`src/hdl/itgi_pkg.sv`:
```
// Shared types, codes and defaults for the interval table gap insert block.
package itgi_pkg;

  localparam int DefTableDepth = 64;
  localparam int DefAddrWidth  = 64;

  // Port payload widths: fixed by the field layout.
  localparam int InDataW  = 136;
  localparam int OutDataW = 144;

  localparam logic CMD_ADD  = 1'b0;
  localparam logic CMD_READ = 1'b1;

  localparam logic [1:0] ST_OK        = 2'd0;
  localparam logic [1:0] ST_FULL      = 2'd1;
  localparam logic [1:0] ST_EMPTY     = 2'd2;
  localparam logic [1:0] ST_BAD_INDEX = 2'd3;

  typedef enum logic [3:0] {
    S_IDLE,
    S_CHECK,
    S_FETCH,
    S_EXAM,
    S_TAIL,
    S_DECIDE,
    S_FINISH,
    S_RESULT
  } state_t;

  typedef struct packed {
    logic accept;
    logic read_done;
    logic reject_empty;
    logic start_pass;
    logic copy_pass;
    logic fetch;
    logic gap;
    logic step;
    logic tail;
    logic reject_full;
    logic finish;
    logic emit;
  } dp_cmd_t;

  typedef struct packed {
    logic is_read;
    logic range_empty;
    logic table_empty;
    logic gap_before;
    logic last_entry;
    logic overflow;
    logic copy_pass;
    logic out_free;
  } dp_stat_t;

endpackage

```
`src/hdl/itgi_ctrl.sv`:
```
// Controller state machine for the interval table gap insert block.
module itgi_ctrl (
  input  logic               clk,
  input  logic               rst,
  input  logic               s_tvalid,
  output logic               s_tready,
  input  itgi_pkg::dp_stat_t stat,
  output itgi_pkg::dp_cmd_t  cmd
);

  itgi_pkg::state_t state, state_next;

  always_ff @(posedge clk) begin
    if (rst) begin
      state <= itgi_pkg::S_IDLE;
    end else begin
      state <= state_next;
    end
  end

  always_comb begin
    state_next = state;
    cmd        = '0;
    s_tready   = (state == itgi_pkg::S_IDLE);
    unique case (state)
      itgi_pkg::S_IDLE: begin
        if (s_tvalid) begin
          cmd.accept = 1'b1;
          state_next = itgi_pkg::S_CHECK;
        end
      end
      itgi_pkg::S_CHECK: begin
        if (stat.is_read) begin
          cmd.read_done = 1'b1;
          state_next    = itgi_pkg::S_RESULT;
        end else if (stat.range_empty) begin
          cmd.reject_empty = 1'b1;
          state_next       = itgi_pkg::S_RESULT;
        end else begin
          cmd.start_pass = 1'b1;
          state_next     = stat.table_empty ? itgi_pkg::S_TAIL : itgi_pkg::S_FETCH;
        end
      end
      itgi_pkg::S_FETCH: begin
        cmd.fetch  = 1'b1;
        state_next = itgi_pkg::S_EXAM;
      end
      itgi_pkg::S_EXAM: begin
        // A gap ahead of the entry goes out first, then the entry itself.
        if (stat.gap_before) begin
          cmd.gap = 1'b1;
        end else begin
          cmd.step   = 1'b1;
          state_next = stat.last_entry ? itgi_pkg::S_TAIL : itgi_pkg::S_FETCH;
        end
      end
      itgi_pkg::S_TAIL: begin
        cmd.tail   = 1'b1;
        state_next = stat.copy_pass ? itgi_pkg::S_FINISH : itgi_pkg::S_DECIDE;
      end
      itgi_pkg::S_DECIDE: begin
        if (stat.overflow) begin
          cmd.reject_full = 1'b1;
          state_next      = itgi_pkg::S_RESULT;
        end else begin
          cmd.start_pass = 1'b1;
          cmd.copy_pass  = 1'b1;
          state_next     = stat.table_empty ? itgi_pkg::S_TAIL : itgi_pkg::S_FETCH;
        end
      end
      itgi_pkg::S_FINISH: begin
        cmd.finish = 1'b1;
        state_next = itgi_pkg::S_RESULT;
      end
      itgi_pkg::S_RESULT: begin
        if (stat.out_free) begin
          cmd.emit   = 1'b1;
          state_next = itgi_pkg::S_IDLE;
        end
      end
      default: begin
        state_next = itgi_pkg::S_IDLE;
      end
    endcase
  end

endmodule

```
`config.mk`:
```
export PLATFORM = sky130hd
export DESIGN_NAME = itgi_ctrl
export DESIGN_NICKNAME = d
export VERILOG_FILES = /design/src/hdl/itgi_pkg.sv /design/src/hdl/itgi_ctrl.sv
export SDC_FILE = /design/constraint.sdc
export NUM_CORES = 1
export LEC_CHECK = 0
export BUFFER_PORTS_ARGS = -buffer_cell sky130_fd_sc_hd__buf_2
export CAP_MARGIN = 20
export CORE_AREA = 2 2 39 41
export DETAILED_ROUTE_END_ITERATION = 7
export DIE_AREA = 0 0 41 43
export GPL_TIMING_DRIVEN = 0
export MAX_ROUTING_LAYER = met4
export SYNTH_ARGS = -nofsm -noshare
export SYNTH_HDL_FRONTEND = slang
export SYNTH_SLANG_ARGS = --single-unit
```
`constraint.sdc`:
```
create_clock -name clk -period 1.75 [get_ports clk]
set_input_delay 0.2625 -clock clk [delete_from_list [all_inputs] [get_ports clk]]
set_output_delay 0.2625 -clock clk [all_outputs]
set_load 0.03 [all_outputs]
```
==> results.sh, run 1 <==
export IMPL_synth_common_cells="nor2_1, nor3_1, inv_1"
export IMPL_cts_root_buf="clkbuf_4"
export IMPL_seq_area_frac_synth_pct=14.5
export IMPL_ys_ff_latch=3
export IMPL_yosysMostFrequentCell="nor2_1"
export IMPL_tightest_slew_ns=0.264
export IMPL_ant_nets=0
export IMPL_hold_buffers=0
export IMPL_grt_pass1_wl_um=1700
export IMPL_syn_nets=65
export IMPL_synthTopCellsByArea="dfxtp_1, buf_6, nor3_1, nor2_1, nor3b_1"
export IMPL_synth_top_area_share_pct=14.5
export IMPL_largest_reg_flops=3
export IMPL_hold_violations=0
export IMPL_clock_sinks=3
export IMPL_r2r_end="state[1]$_SDFFE_PP0P_"
export IMPL_hpwl_um=787
export IMPL_via_count=487
export IMPL_overflow=0
export IMPL_clock_fmax_mhz=640
export IMPL_initial_utilization_pct=29.9
export IMPL_place_area_um2=556
export IMPL_seqPwrFrac_pct=12.0
export IMPL_detail_route_wl_per_cell_um=11.2
export IMPL_p_int_w=0.000476
export IMPL_final_area_um2=582
export IMPL_post_cts_buffers=0
export IMPL_clkTransAtPathRegs_ns=0.04
export IMPL_hp_class="in2reg"
export IMPL_area_growth_pct=40.5
export IMPL_post_route_period_util_pct=89.3
export IMPL_critical_path_required_ns=1.49
export IMPL_viasPerCell=5.02
export IMPL_ys_warn_count=0
export IMPL_final_nets=93
export IMPL_top_register="state"
export IMPL_diodes=0
export IMPL_drc=0
export IMPL_cts_resized=0
export IMPL_top_regs="state (3)"
export IMPL_htree_levels=1
export IMPL_clkLatencyLatePin_ns=0.24
export IMPL_reg2reg_depth=6
export IMPL_critPathArrivalTime_ns=1.30
export IMPL_slew_violations=0
export IMPL_ys_flop_type="dfxtp_1"
export IMPL_setup_viol=0
export IMPL_critical_path_startpoint="state[0]$_SDFFE_PP0P_"
export IMPL_gp_congestion=0.796
export IMPL_end_kind="output port"
export IMPL_core_area_um2=1380
export IMPL_rrSetupSlack_ns=0.49
export IMPL_setup_tns_ns=0
export IMPL_syn_inst=54
export IMPL_syn_area_per_cell_um2=7.67
export IMPL_reg2reg_from="state[2]$_SDFFE_PP0P_"
export IMPL_status="finished clean"
export IMPL_drtIter0Drc=16
export IMPL_worstPathMaxFanout=10
export IMPL_die_h_um=43
export IMPL_crit_path_end="cmd[5]"
export IMPL_synthArstFlopShare_pct=0
export IMPL_grt_usage_pct=14.8
export IMPL_synth_area_um2=414
export IMPL_design_die_area_um2=1760
export IMPL_ys_types=29
export IMPL_critical_path_class="reg2out"
export IMPL_synth_edf_count=0
export IMPL_io_pin_count=24
export IMPL_antenna_found_initial=0
export IMPL_irDropWorstVdd_mv=0.463
export IMPL_netSwitchingPower_w=0.000544
export IMPL_drive_above_1_share_pct=49.4
export IMPL_clockBufferDepth=2
export IMPL_cts_tree="done"
export IMPL_port_buffers=23
export IMPL_totalWireLength_um=1080
export IMPL_p_per_area_nw_per_um2=1750
export IMPL_switching_share_pct=53.3
export IMPL_clock_power_share_pct=12.2
export IMPL_cp_start_kind="flop"
export IMPL_cts_buffers=3
export IMPL_firstDrtPassIters=4
export IMPL_rows=14
export IMPL_synth_largest_area_cell="dfxtp_1"
export IMPL_power_leakage_nw=0.276
export IMPL_skew_ns=0.00400
export IMPL_grt_setup_unrepaired="false"
export IMPL_drv_cap=0
export IMPL_min_period_ns=1.56
export IMPL_grt_max_degree=11
export IMPL_die_w_um=41
export IMPL_relSlewSlack_pct=82.3
export IMPL_grt_pass1_vias=408
export IMPL_pwr_share_comb_pct=75.9
worst min-delay path by stage:
stage	from	endpoint	slack, ns	cells after the start
after global routing	rst	state[2]$_SDFFE_PP0P_	0.23	2
after detailed placement	rst	state[2]$_SDFFE_PP0P_	0.47	2
final	rst	state[2]$_SDFFE_PP0P_	0.23	2
after floorplan	rst	state[2]$_SDFFE_PP0P_	0.33	1
after CTS	rst	state[2]$_SDFFE_PP0P_	0.23	2
after global placement	rst	state[2]$_SDFFE_PP0P_	0.47	2
cell usage in the layout, fill, tap and decap left out:
cell type,count
a21oi_2,2
o21ai_1,2
nand2b_2,1
a211oi_2,1
o21ai_0,1
nand2b_1,2
nand2_2,1
nor2_1,6
nor3b_1,3
o2bb2ai_1,2
nor2b_1,3
nor3_2,1
nand4b_2,1
clkbuf_4,3
nor4b_2,1
clkbuf_1,1
or2_1,1
a311oi_1,1
nor3_1,5
inv_1,4
buf_4,1
o311ai_2,1
dfxtp_1,3
nor3b_2,1
nand2_1,2
a21oi_1,1
buf_6,3
and2_1,1
o221ai_1,1
nand3_1,1
or3b_1,1
buf_2,23
per-stage QoR:
step,total power (W),setup WS (ns),hold slack (ns),utilization [%],cells
floorplan,0.000730,0.122,0.327,-,54
global placement,0.000889,0.440,0.470,40.1,93
detailed placement,0.000890,0.447,0.469,40.1,93
CTS,0.00102,0.183,0.225,42.0,97
global route,0.00111,0.0745,0.231,42.0,97
finish,0.00102,0.187,0.226,42.0,97
worst max-delay path, cell delays in order, from the launching register on:
cell and delay (ns):
dfxtp_1 0.36, buf_4 0.19, nand2_2 0.10, nor3b_1 0.19, buf_2 0.22
area by class of cell:
cell class / instances / area (µm²)
Fill cell: 146 / 802
Sequential cell: 3 / 60.1
Timing Repair Buffer: 23 / 115
Clock buffer: 4 / 26.3
Multi-Input combinational cell: 43 / 304
Inverter: 4 / 15.0
Buffer: 4 / 41.3
Tap cell: 16 / 20.0
cells by family after synthesis:
family,Yosys count,synth area share [%]
AOI/OAI and AO/OA,12,24.5
buffers and inverters,8,13.6
DFF,3,14.5
and+or+nand+nor,31,47.4
routing by layer:
metal	track usage [%]	vias up	share of wire, %
met1	17.3	215	41
met5	-	-	0
li1	-	247	-
met2	21.6	23	50
met3	4.71	2	7.4
met4	8.00	0	1.1
power groups by stage:
stage               sequential [W]  combinational, W  clock, W
finish                    0.000122          0.000774  0.000124
global route              0.000127          0.000841  0.000138
CTS                       0.000123          0.000775  0.000127
detailed placement        0.000124          0.000766         0
global placement          0.000124          0.000765         0
floorplan                 0.000122          0.000608         0
Note: power is estimated with default switching activity, not from simulation.
==> run 2: changes to the inputs <==
--- a/config.mk
+++ b/config.mk
@@ -12,6 +12,7 @@
 export DIE_AREA = 0 0 41 43
 export GPL_TIMING_DRIVEN = 0
 export MAX_ROUTING_LAYER = met4
+export SLEW_MARGIN = 20
 export SYNTH_ARGS = -nofsm -noshare
 export SYNTH_HDL_FRONTEND = slang
 export SYNTH_SLANG_ARGS = --single-unit
==> constraint.sdc (replaced) <==
create_clock -name clk -period 1.75 [get_ports clk]
set_input_delay 0.2625 -clock clk [delete_from_list [all_inputs] [get_ports clk]]
set_output_delay 0.2625 -clock clk [all_outputs]
set_load 0.05 [all_outputs]
==> run 2 against run 1 <==
  * Non-clock buffer count did not move
  * Clock power about the same
  * Sequential power hardly changed
  * First-iteration DRC count fell by 81%
  * Register-to-register slack improved by 0.02 ns
  * Clock skew is essentially flat
  * Die area stayed put
  * Combinational power is 17% higher
  * Via count is 3.1% lower
  * Worst setup slack got worse by 0.070 ns
  * Critical endpoint unchanged
  * Largest power group unchanged
  * Highest routed layer unchanged
==> results.sh, run 2 (same netlist as run 1, synthesis figures left out) <==
export IMPL_irDropWorstVdd_mv=0.544
export IMPL_via_count=472
export IMPL_status="finished clean"
export IMPL_port_buffers=23
export IMPL_grt_pass1_vias=440
export IMPL_post_route_period_util_pct=93.3
export IMPL_post_cts_buffers=0
export IMPL_slew_violations=0
export IMPL_initial_utilization_pct=29.9
export IMPL_crit_buf_inv=2
export IMPL_drv_cap=0
export IMPL_largest_reg_flops=3
export IMPL_drtIter0Drc=3
export IMPL_final_nets=93
export IMPL_cp_start_kind="flop"
export IMPL_htree_levels=1
export IMPL_critical_path_class="reg2out"
export IMPL_ant_nets=0
export IMPL_grt_pass1_wl_um=1720
export IMPL_r2r_end="state[1]$_SDFFE_PP0P_"
export IMPL_detail_route_wl_per_cell_um=10.9
export IMPL_clock_fmax_mhz=612
export IMPL_firstDrtPassIters=2
export IMPL_clkLatencyLatePin_ns=0.24
export IMPL_cts_resized=0
export IMPL_place_inst=93
export IMPL_cts_buffers=3
export IMPL_critical_path_required_ns=1.49
export IMPL_min_period_ns=1.63
export IMPL_grt_setup_unrepaired="false"
export IMPL_top_regs="state (3)"
export IMPL_skew_ns=0.00361
export IMPL_hold_violations=0
export IMPL_layout_cells_non_filler=97
export IMPL_grt_max_degree=11
export IMPL_drive_above_1_share_pct=56.8
export IMPL_die_h_um=43
export IMPL_drc=0
export IMPL_antenna_found_initial=0
export IMPL_rows=14
export IMPL_min_path_cells=2
export IMPL_rrSetupSlack_ns=0.51
export IMPL_clockBufferDepth=2
export IMPL_cp_slowest_cell="dfxtp_1"
export IMPL_power_leakage_nw=0.285
export IMPL_top_register="state"
export IMPL_power_total_w=0.00115
export IMPL_critPathArrivalTime_ns=1.37
export IMPL_design_die_area_um2=1760
export IMPL_hpwl_um=809
export IMPL_cts_root_buf="clkbuf_4"
export IMPL_viasPerCell=4.87
export IMPL_gp_congestion=0.808
export IMPL_end_kind="output port"
export IMPL_hp_class="in2reg"
export IMPL_p_per_area_nw_per_um2=1880
export IMPL_mostFrequentLayoutCells="buf_2, nor2_1, inv_1, nor3_2, nor3b_2"
export IMPL_hold_buffers=0
export IMPL_area_growth_pct=47.7
export IMPL_grt_usage_pct=14.5
export IMPL_core_area_um2=1380
export IMPL_die_w_um=41
export IMPL_diodes=0
export IMPL_reg2reg_from="state[2]$_SDFFE_PP0P_"
export IMPL_worstPathCellList="buf_4 > nand2_2 > nor3b_2 > buf_2"
export IMPL_io_pin_count=24
export IMPL_holdPathEnd="state[2]$_SDFFE_PP0P_"
export IMPL_clock_sinks=3
export IMPL_clkTransAtPathRegs_ns=0.04
export IMPL_final_common_cell="buf_2"
export IMPL_cpPeakStageDelay_ns=0.37
export IMPL_reg2reg_depth=5
export IMPL_tightest_slew_ns=0.252
export IMPL_setup_viol=0
export IMPL_overflow=0
export IMPL_totalWireLength_um=1060
export IMPL_worstPathMaxFanout=10
export IMPL_min_from="rst"
export IMPL_relSlewSlack_pct=83.1
export IMPL_cpLargestDelayFamily="buffers and inverters"
export IMPL_cts_tree="done"
-- run 2: per-layer routing --
layer	part of all wire (%)	GRT usage (%)	up-vias	wire length [µm]
met1	44	17.6	202	461
met3	7.2	1.57	2	76
li1	-	-	247	-
met5	0	-	-	0
met2	48	22.2	21	510
met4	0.95	8.00	0	10
-- run 2: worst max path at each step --
stage / cells after the start / startpoint / to / slack (ns)
after floorplan: 3 / state[2]$_SDFFE_PP0P_ / cmd[11] / -0.19
after global placement: 4 / state[2]$_SDFFE_PP0P_ / cmd[9] / 0.37
after detailed placement: 4 / state[0]$_SDFFE_PP0P_ / cmd[5] / 0.36
after CTS: 4 / state[0]$_SDFFE_PP0P_ / cmd[5] / 0.10
after global routing: 4 / state[0]$_SDFFE_PP0P_ / cmd[5] / 0.007
final: 4 / state[0]$_SDFFE_PP0P_ / cmd[5] / 0.12
-- run 2: stage by stage --
step	setup slack, ns	setup TNS (ns)	utilization, %	hold slack, ns	instance area [µm²]
floorplan	-0.192	-0.234	-	0.327	450
global placement	0.374	0	42.3	0.469	586
detailed placement	0.355	0	42.3	0.471	586
CTS	0.102	0	44.2	0.227	612
global route	0.00749	0	44.2	0.242	612
finish	0.117	0	44.2	0.229	612
-- run 2: final cells by class --
type                            count  area (µm²)
Fill cell                         159         772
Multi-Input combinational cell     43         334
Timing Repair Buffer               23         115
Sequential cell                     3        60.1
Buffer                              4        41.3
Clock buffer                        4        26.3
Tap cell                           16        20.0
Inverter                            4        15.0
-- run 2: power by group --
part | total [W] | switching (W) | internal (W)
registers | 0.000123 | 0.0000211 | 0.000102
logic | 0.000902 | 0.000605 | 0.000297
clock network | 0.000123 | 0.0000379 | 0.0000856
total | 0.00115 | 0.000664 | 0.000485
==> run 3: changes to the inputs <==
--- a/config.mk
+++ b/config.mk
@@ -8,6 +8,7 @@
 export BUFFER_PORTS_ARGS = -buffer_cell sky130_fd_sc_hd__buf_2
 export CAP_MARGIN = 20
 export CORE_AREA = 2 2 39 41
+export CTS_BUF_LIST = sky130_fd_sc_hd__clkbuf_16
 export DETAILED_ROUTE_END_ITERATION = 7
 export DIE_AREA = 0 0 41 43
 export GPL_TIMING_DRIVEN = 0
==> run 3 against run 2 <==
  * Cell count stayed put
  * Critical path depth stayed put
  * Largest power group unchanged
  * Worst hold slack better by 0.0040 ns
  * Largest cell class unchanged
  * Critical endpoint unchanged
  * Die area stayed put
  * Sequential cell count stayed put
  * Fmax is 0.38% higher
==> results.sh, run 3 (same netlist as run 1, synthesis figures left out) <==
export IMPL_status="finished clean"
export IMPL_cts_root_buf="clkbuf_16"
export IMPL_clkTransAtPathRegs_ns=0.03
export IMPL_htree_levels=1
export IMPL_min_path_cells=2
export IMPL_overflow=0
export IMPL_mostFrequentLayoutCells="buf_2, nor2_1, inv_1, nor3_2, nor3b_2"
export IMPL_clock_sinks=3
export IMPL_port_buffers=23
export IMPL_worstPathMaxFanout=10
export IMPL_cts_buffers=3
export IMPL_drc=0
export IMPL_hp_class="in2reg"
export IMPL_rows=14
export IMPL_hold_buffers=0
export IMPL_drtIter0Drc=9
export IMPL_power_leakage_nw=0.312
export IMPL_relSlewSlack_pct=82.0
export IMPL_critical_path_class="reg2out"
export IMPL_initial_utilization_pct=29.9
export IMPL_grt_pass1_vias=441
export IMPL_cp_slowest_cell="dfxtp_1"
export IMPL_grt_usage_pct=16.2
export IMPL_cts_tree="done"
export IMPL_io_pin_count=24
export IMPL_top_regs="state (3)"
export IMPL_cts_resized=0
export IMPL_ant_nets=0
export IMPL_grt_setup_unrepaired="false"
export IMPL_diodes=0
export IMPL_final_common_cell="buf_2"
export IMPL_slew_violations=0
export IMPL_gp_congestion=0.808
export IMPL_critPathArrivalTime_ns=1.36
export IMPL_postLayoutCoreUtil_pct=48.0
export IMPL_setup_tns_ns=0
export IMPL_worstPathCellList="buf_4 > nand2_2 > nor3b_2 > buf_2"
export IMPL_setup_viol=0
export IMPL_post_route_period_util_pct=93.0
export IMPL_hpwl_um=809
export IMPL_final_nets=93
export IMPL_grt_max_degree=11
export IMPL_clkLatencyLatePin_ns=0.22
export IMPL_area_growth_pct=60.4
export IMPL_reg2reg_depth=6
export IMPL_cpLargestDelayFamily="buffers and inverters"
export IMPL_skew_ns=0.00219
export IMPL_via_count=478
export IMPL_place_ws_ns=0.355
export IMPL_min_period_ns=1.63
export IMPL_tightest_slew_ns=0.268
export IMPL_drive_above_1_share_pct=56.8
export IMPL_path_depth=4
export IMPL_drv_cap=0
export IMPL_p_per_area_nw_per_um2=2090
export IMPL_grt_pass1_wl_um=1840
export IMPL_fin_ws_ns=0.123
export IMPL_antenna_found_initial=0
export IMPL_irDropWorstVdd_mv=0.576
export IMPL_core_area_um2=1380
export IMPL_largest_reg_flops=3
export IMPL_design_die_area_um2=1760
export IMPL_clockBufferDepth=2
export IMPL_end_kind="output port"
export IMPL_top_register="state"
export IMPL_cpPeakStageDelay_ns=0.36
export IMPL_die_w_um=41
export IMPL_hold_violations=0
export IMPL_critical_path_required_ns=1.49
export IMPL_viasPerCell=4.93
export IMPL_cp_start_kind="flop"
export IMPL_post_cts_buffers=0
export IMPL_detail_route_wl_per_cell_um=11.7
export IMPL_totalWireLength_um=1140
export IMPL_die_h_um=43
export IMPL_clock_fmax_mhz=615
export IMPL_crit_buf_inv=2
export IMPL_firstDrtPassIters=4
run 3: cell count changes in the layout (fill, tap and decap cells not counted):
cell | before | now
inv_1 | 4 | 5
clkbuf_16 | 0 | 3
clkbuf_1 | 1 | 0
clkbuf_4 | 3 | 0
run 3: layout make-up:
cell class,count,area [µm²]
timing repair buffer,23,115
clock buffer,3,75.1
sequential,3,60.1
buffer,4,41.3
clock inverter,1,3.75
tap,16,20.0
inverter,4,15.0
multi-input combinational,43,334
fill,152,719
run 3: stage by stage:
stage / hold WS, ns / std cells / area, µm² / total power [W]
2_1_floorplan: 0.327 / 54 / 450 / 0.000872
3_3_place_gp: 0.469 / 93 / 586 / 0.00103
3_5_place_dp: 0.471 / 93 / 586 / 0.00103
4_1_cts: 0.234 / 97 / 664 / 0.00140
5_1_grt: 0.254 / 97 / 664 / 0.00148
6_report: 0.233 / 97 / 664 / 0.00139
run 3: report_power, final:
part	internal [W]	total [W]	switching, W
clock network	0.000295	0.000358	0.0000632
logic	0.000298	0.000909	0.000612
registers	0.000102	0.000123	0.0000212
total	0.000694	0.00139	0.000696
run 3: routing by layer:
metal | up-vias | GRT usage [%] | wire length [µm]
met5 | - | - | 0
met2 | 21 | 23.1 | 540
li1 | 248 | - | -
met3 | 2 | 3.14 | 78
met4 | 0 | 12.0 | 20
met1 | 207 | 19.2 | 496
run 3: final timing paths:
path	slack, ns	end	from
setup reg to reg	0.50	state[1]$_SDFFE_PP0P_	state[2]$_SDFFE_PP0P_
setup / recovery	0.12	cmd[5]	state[0]$_SDFFE_PP0P_
hold reg to reg	0.67	state[2]$_SDFFE_PP0P_	state[2]$_SDFFE_PP0P_
hold / removal	0.23	state[2]$_SDFFE_PP0P_	rst
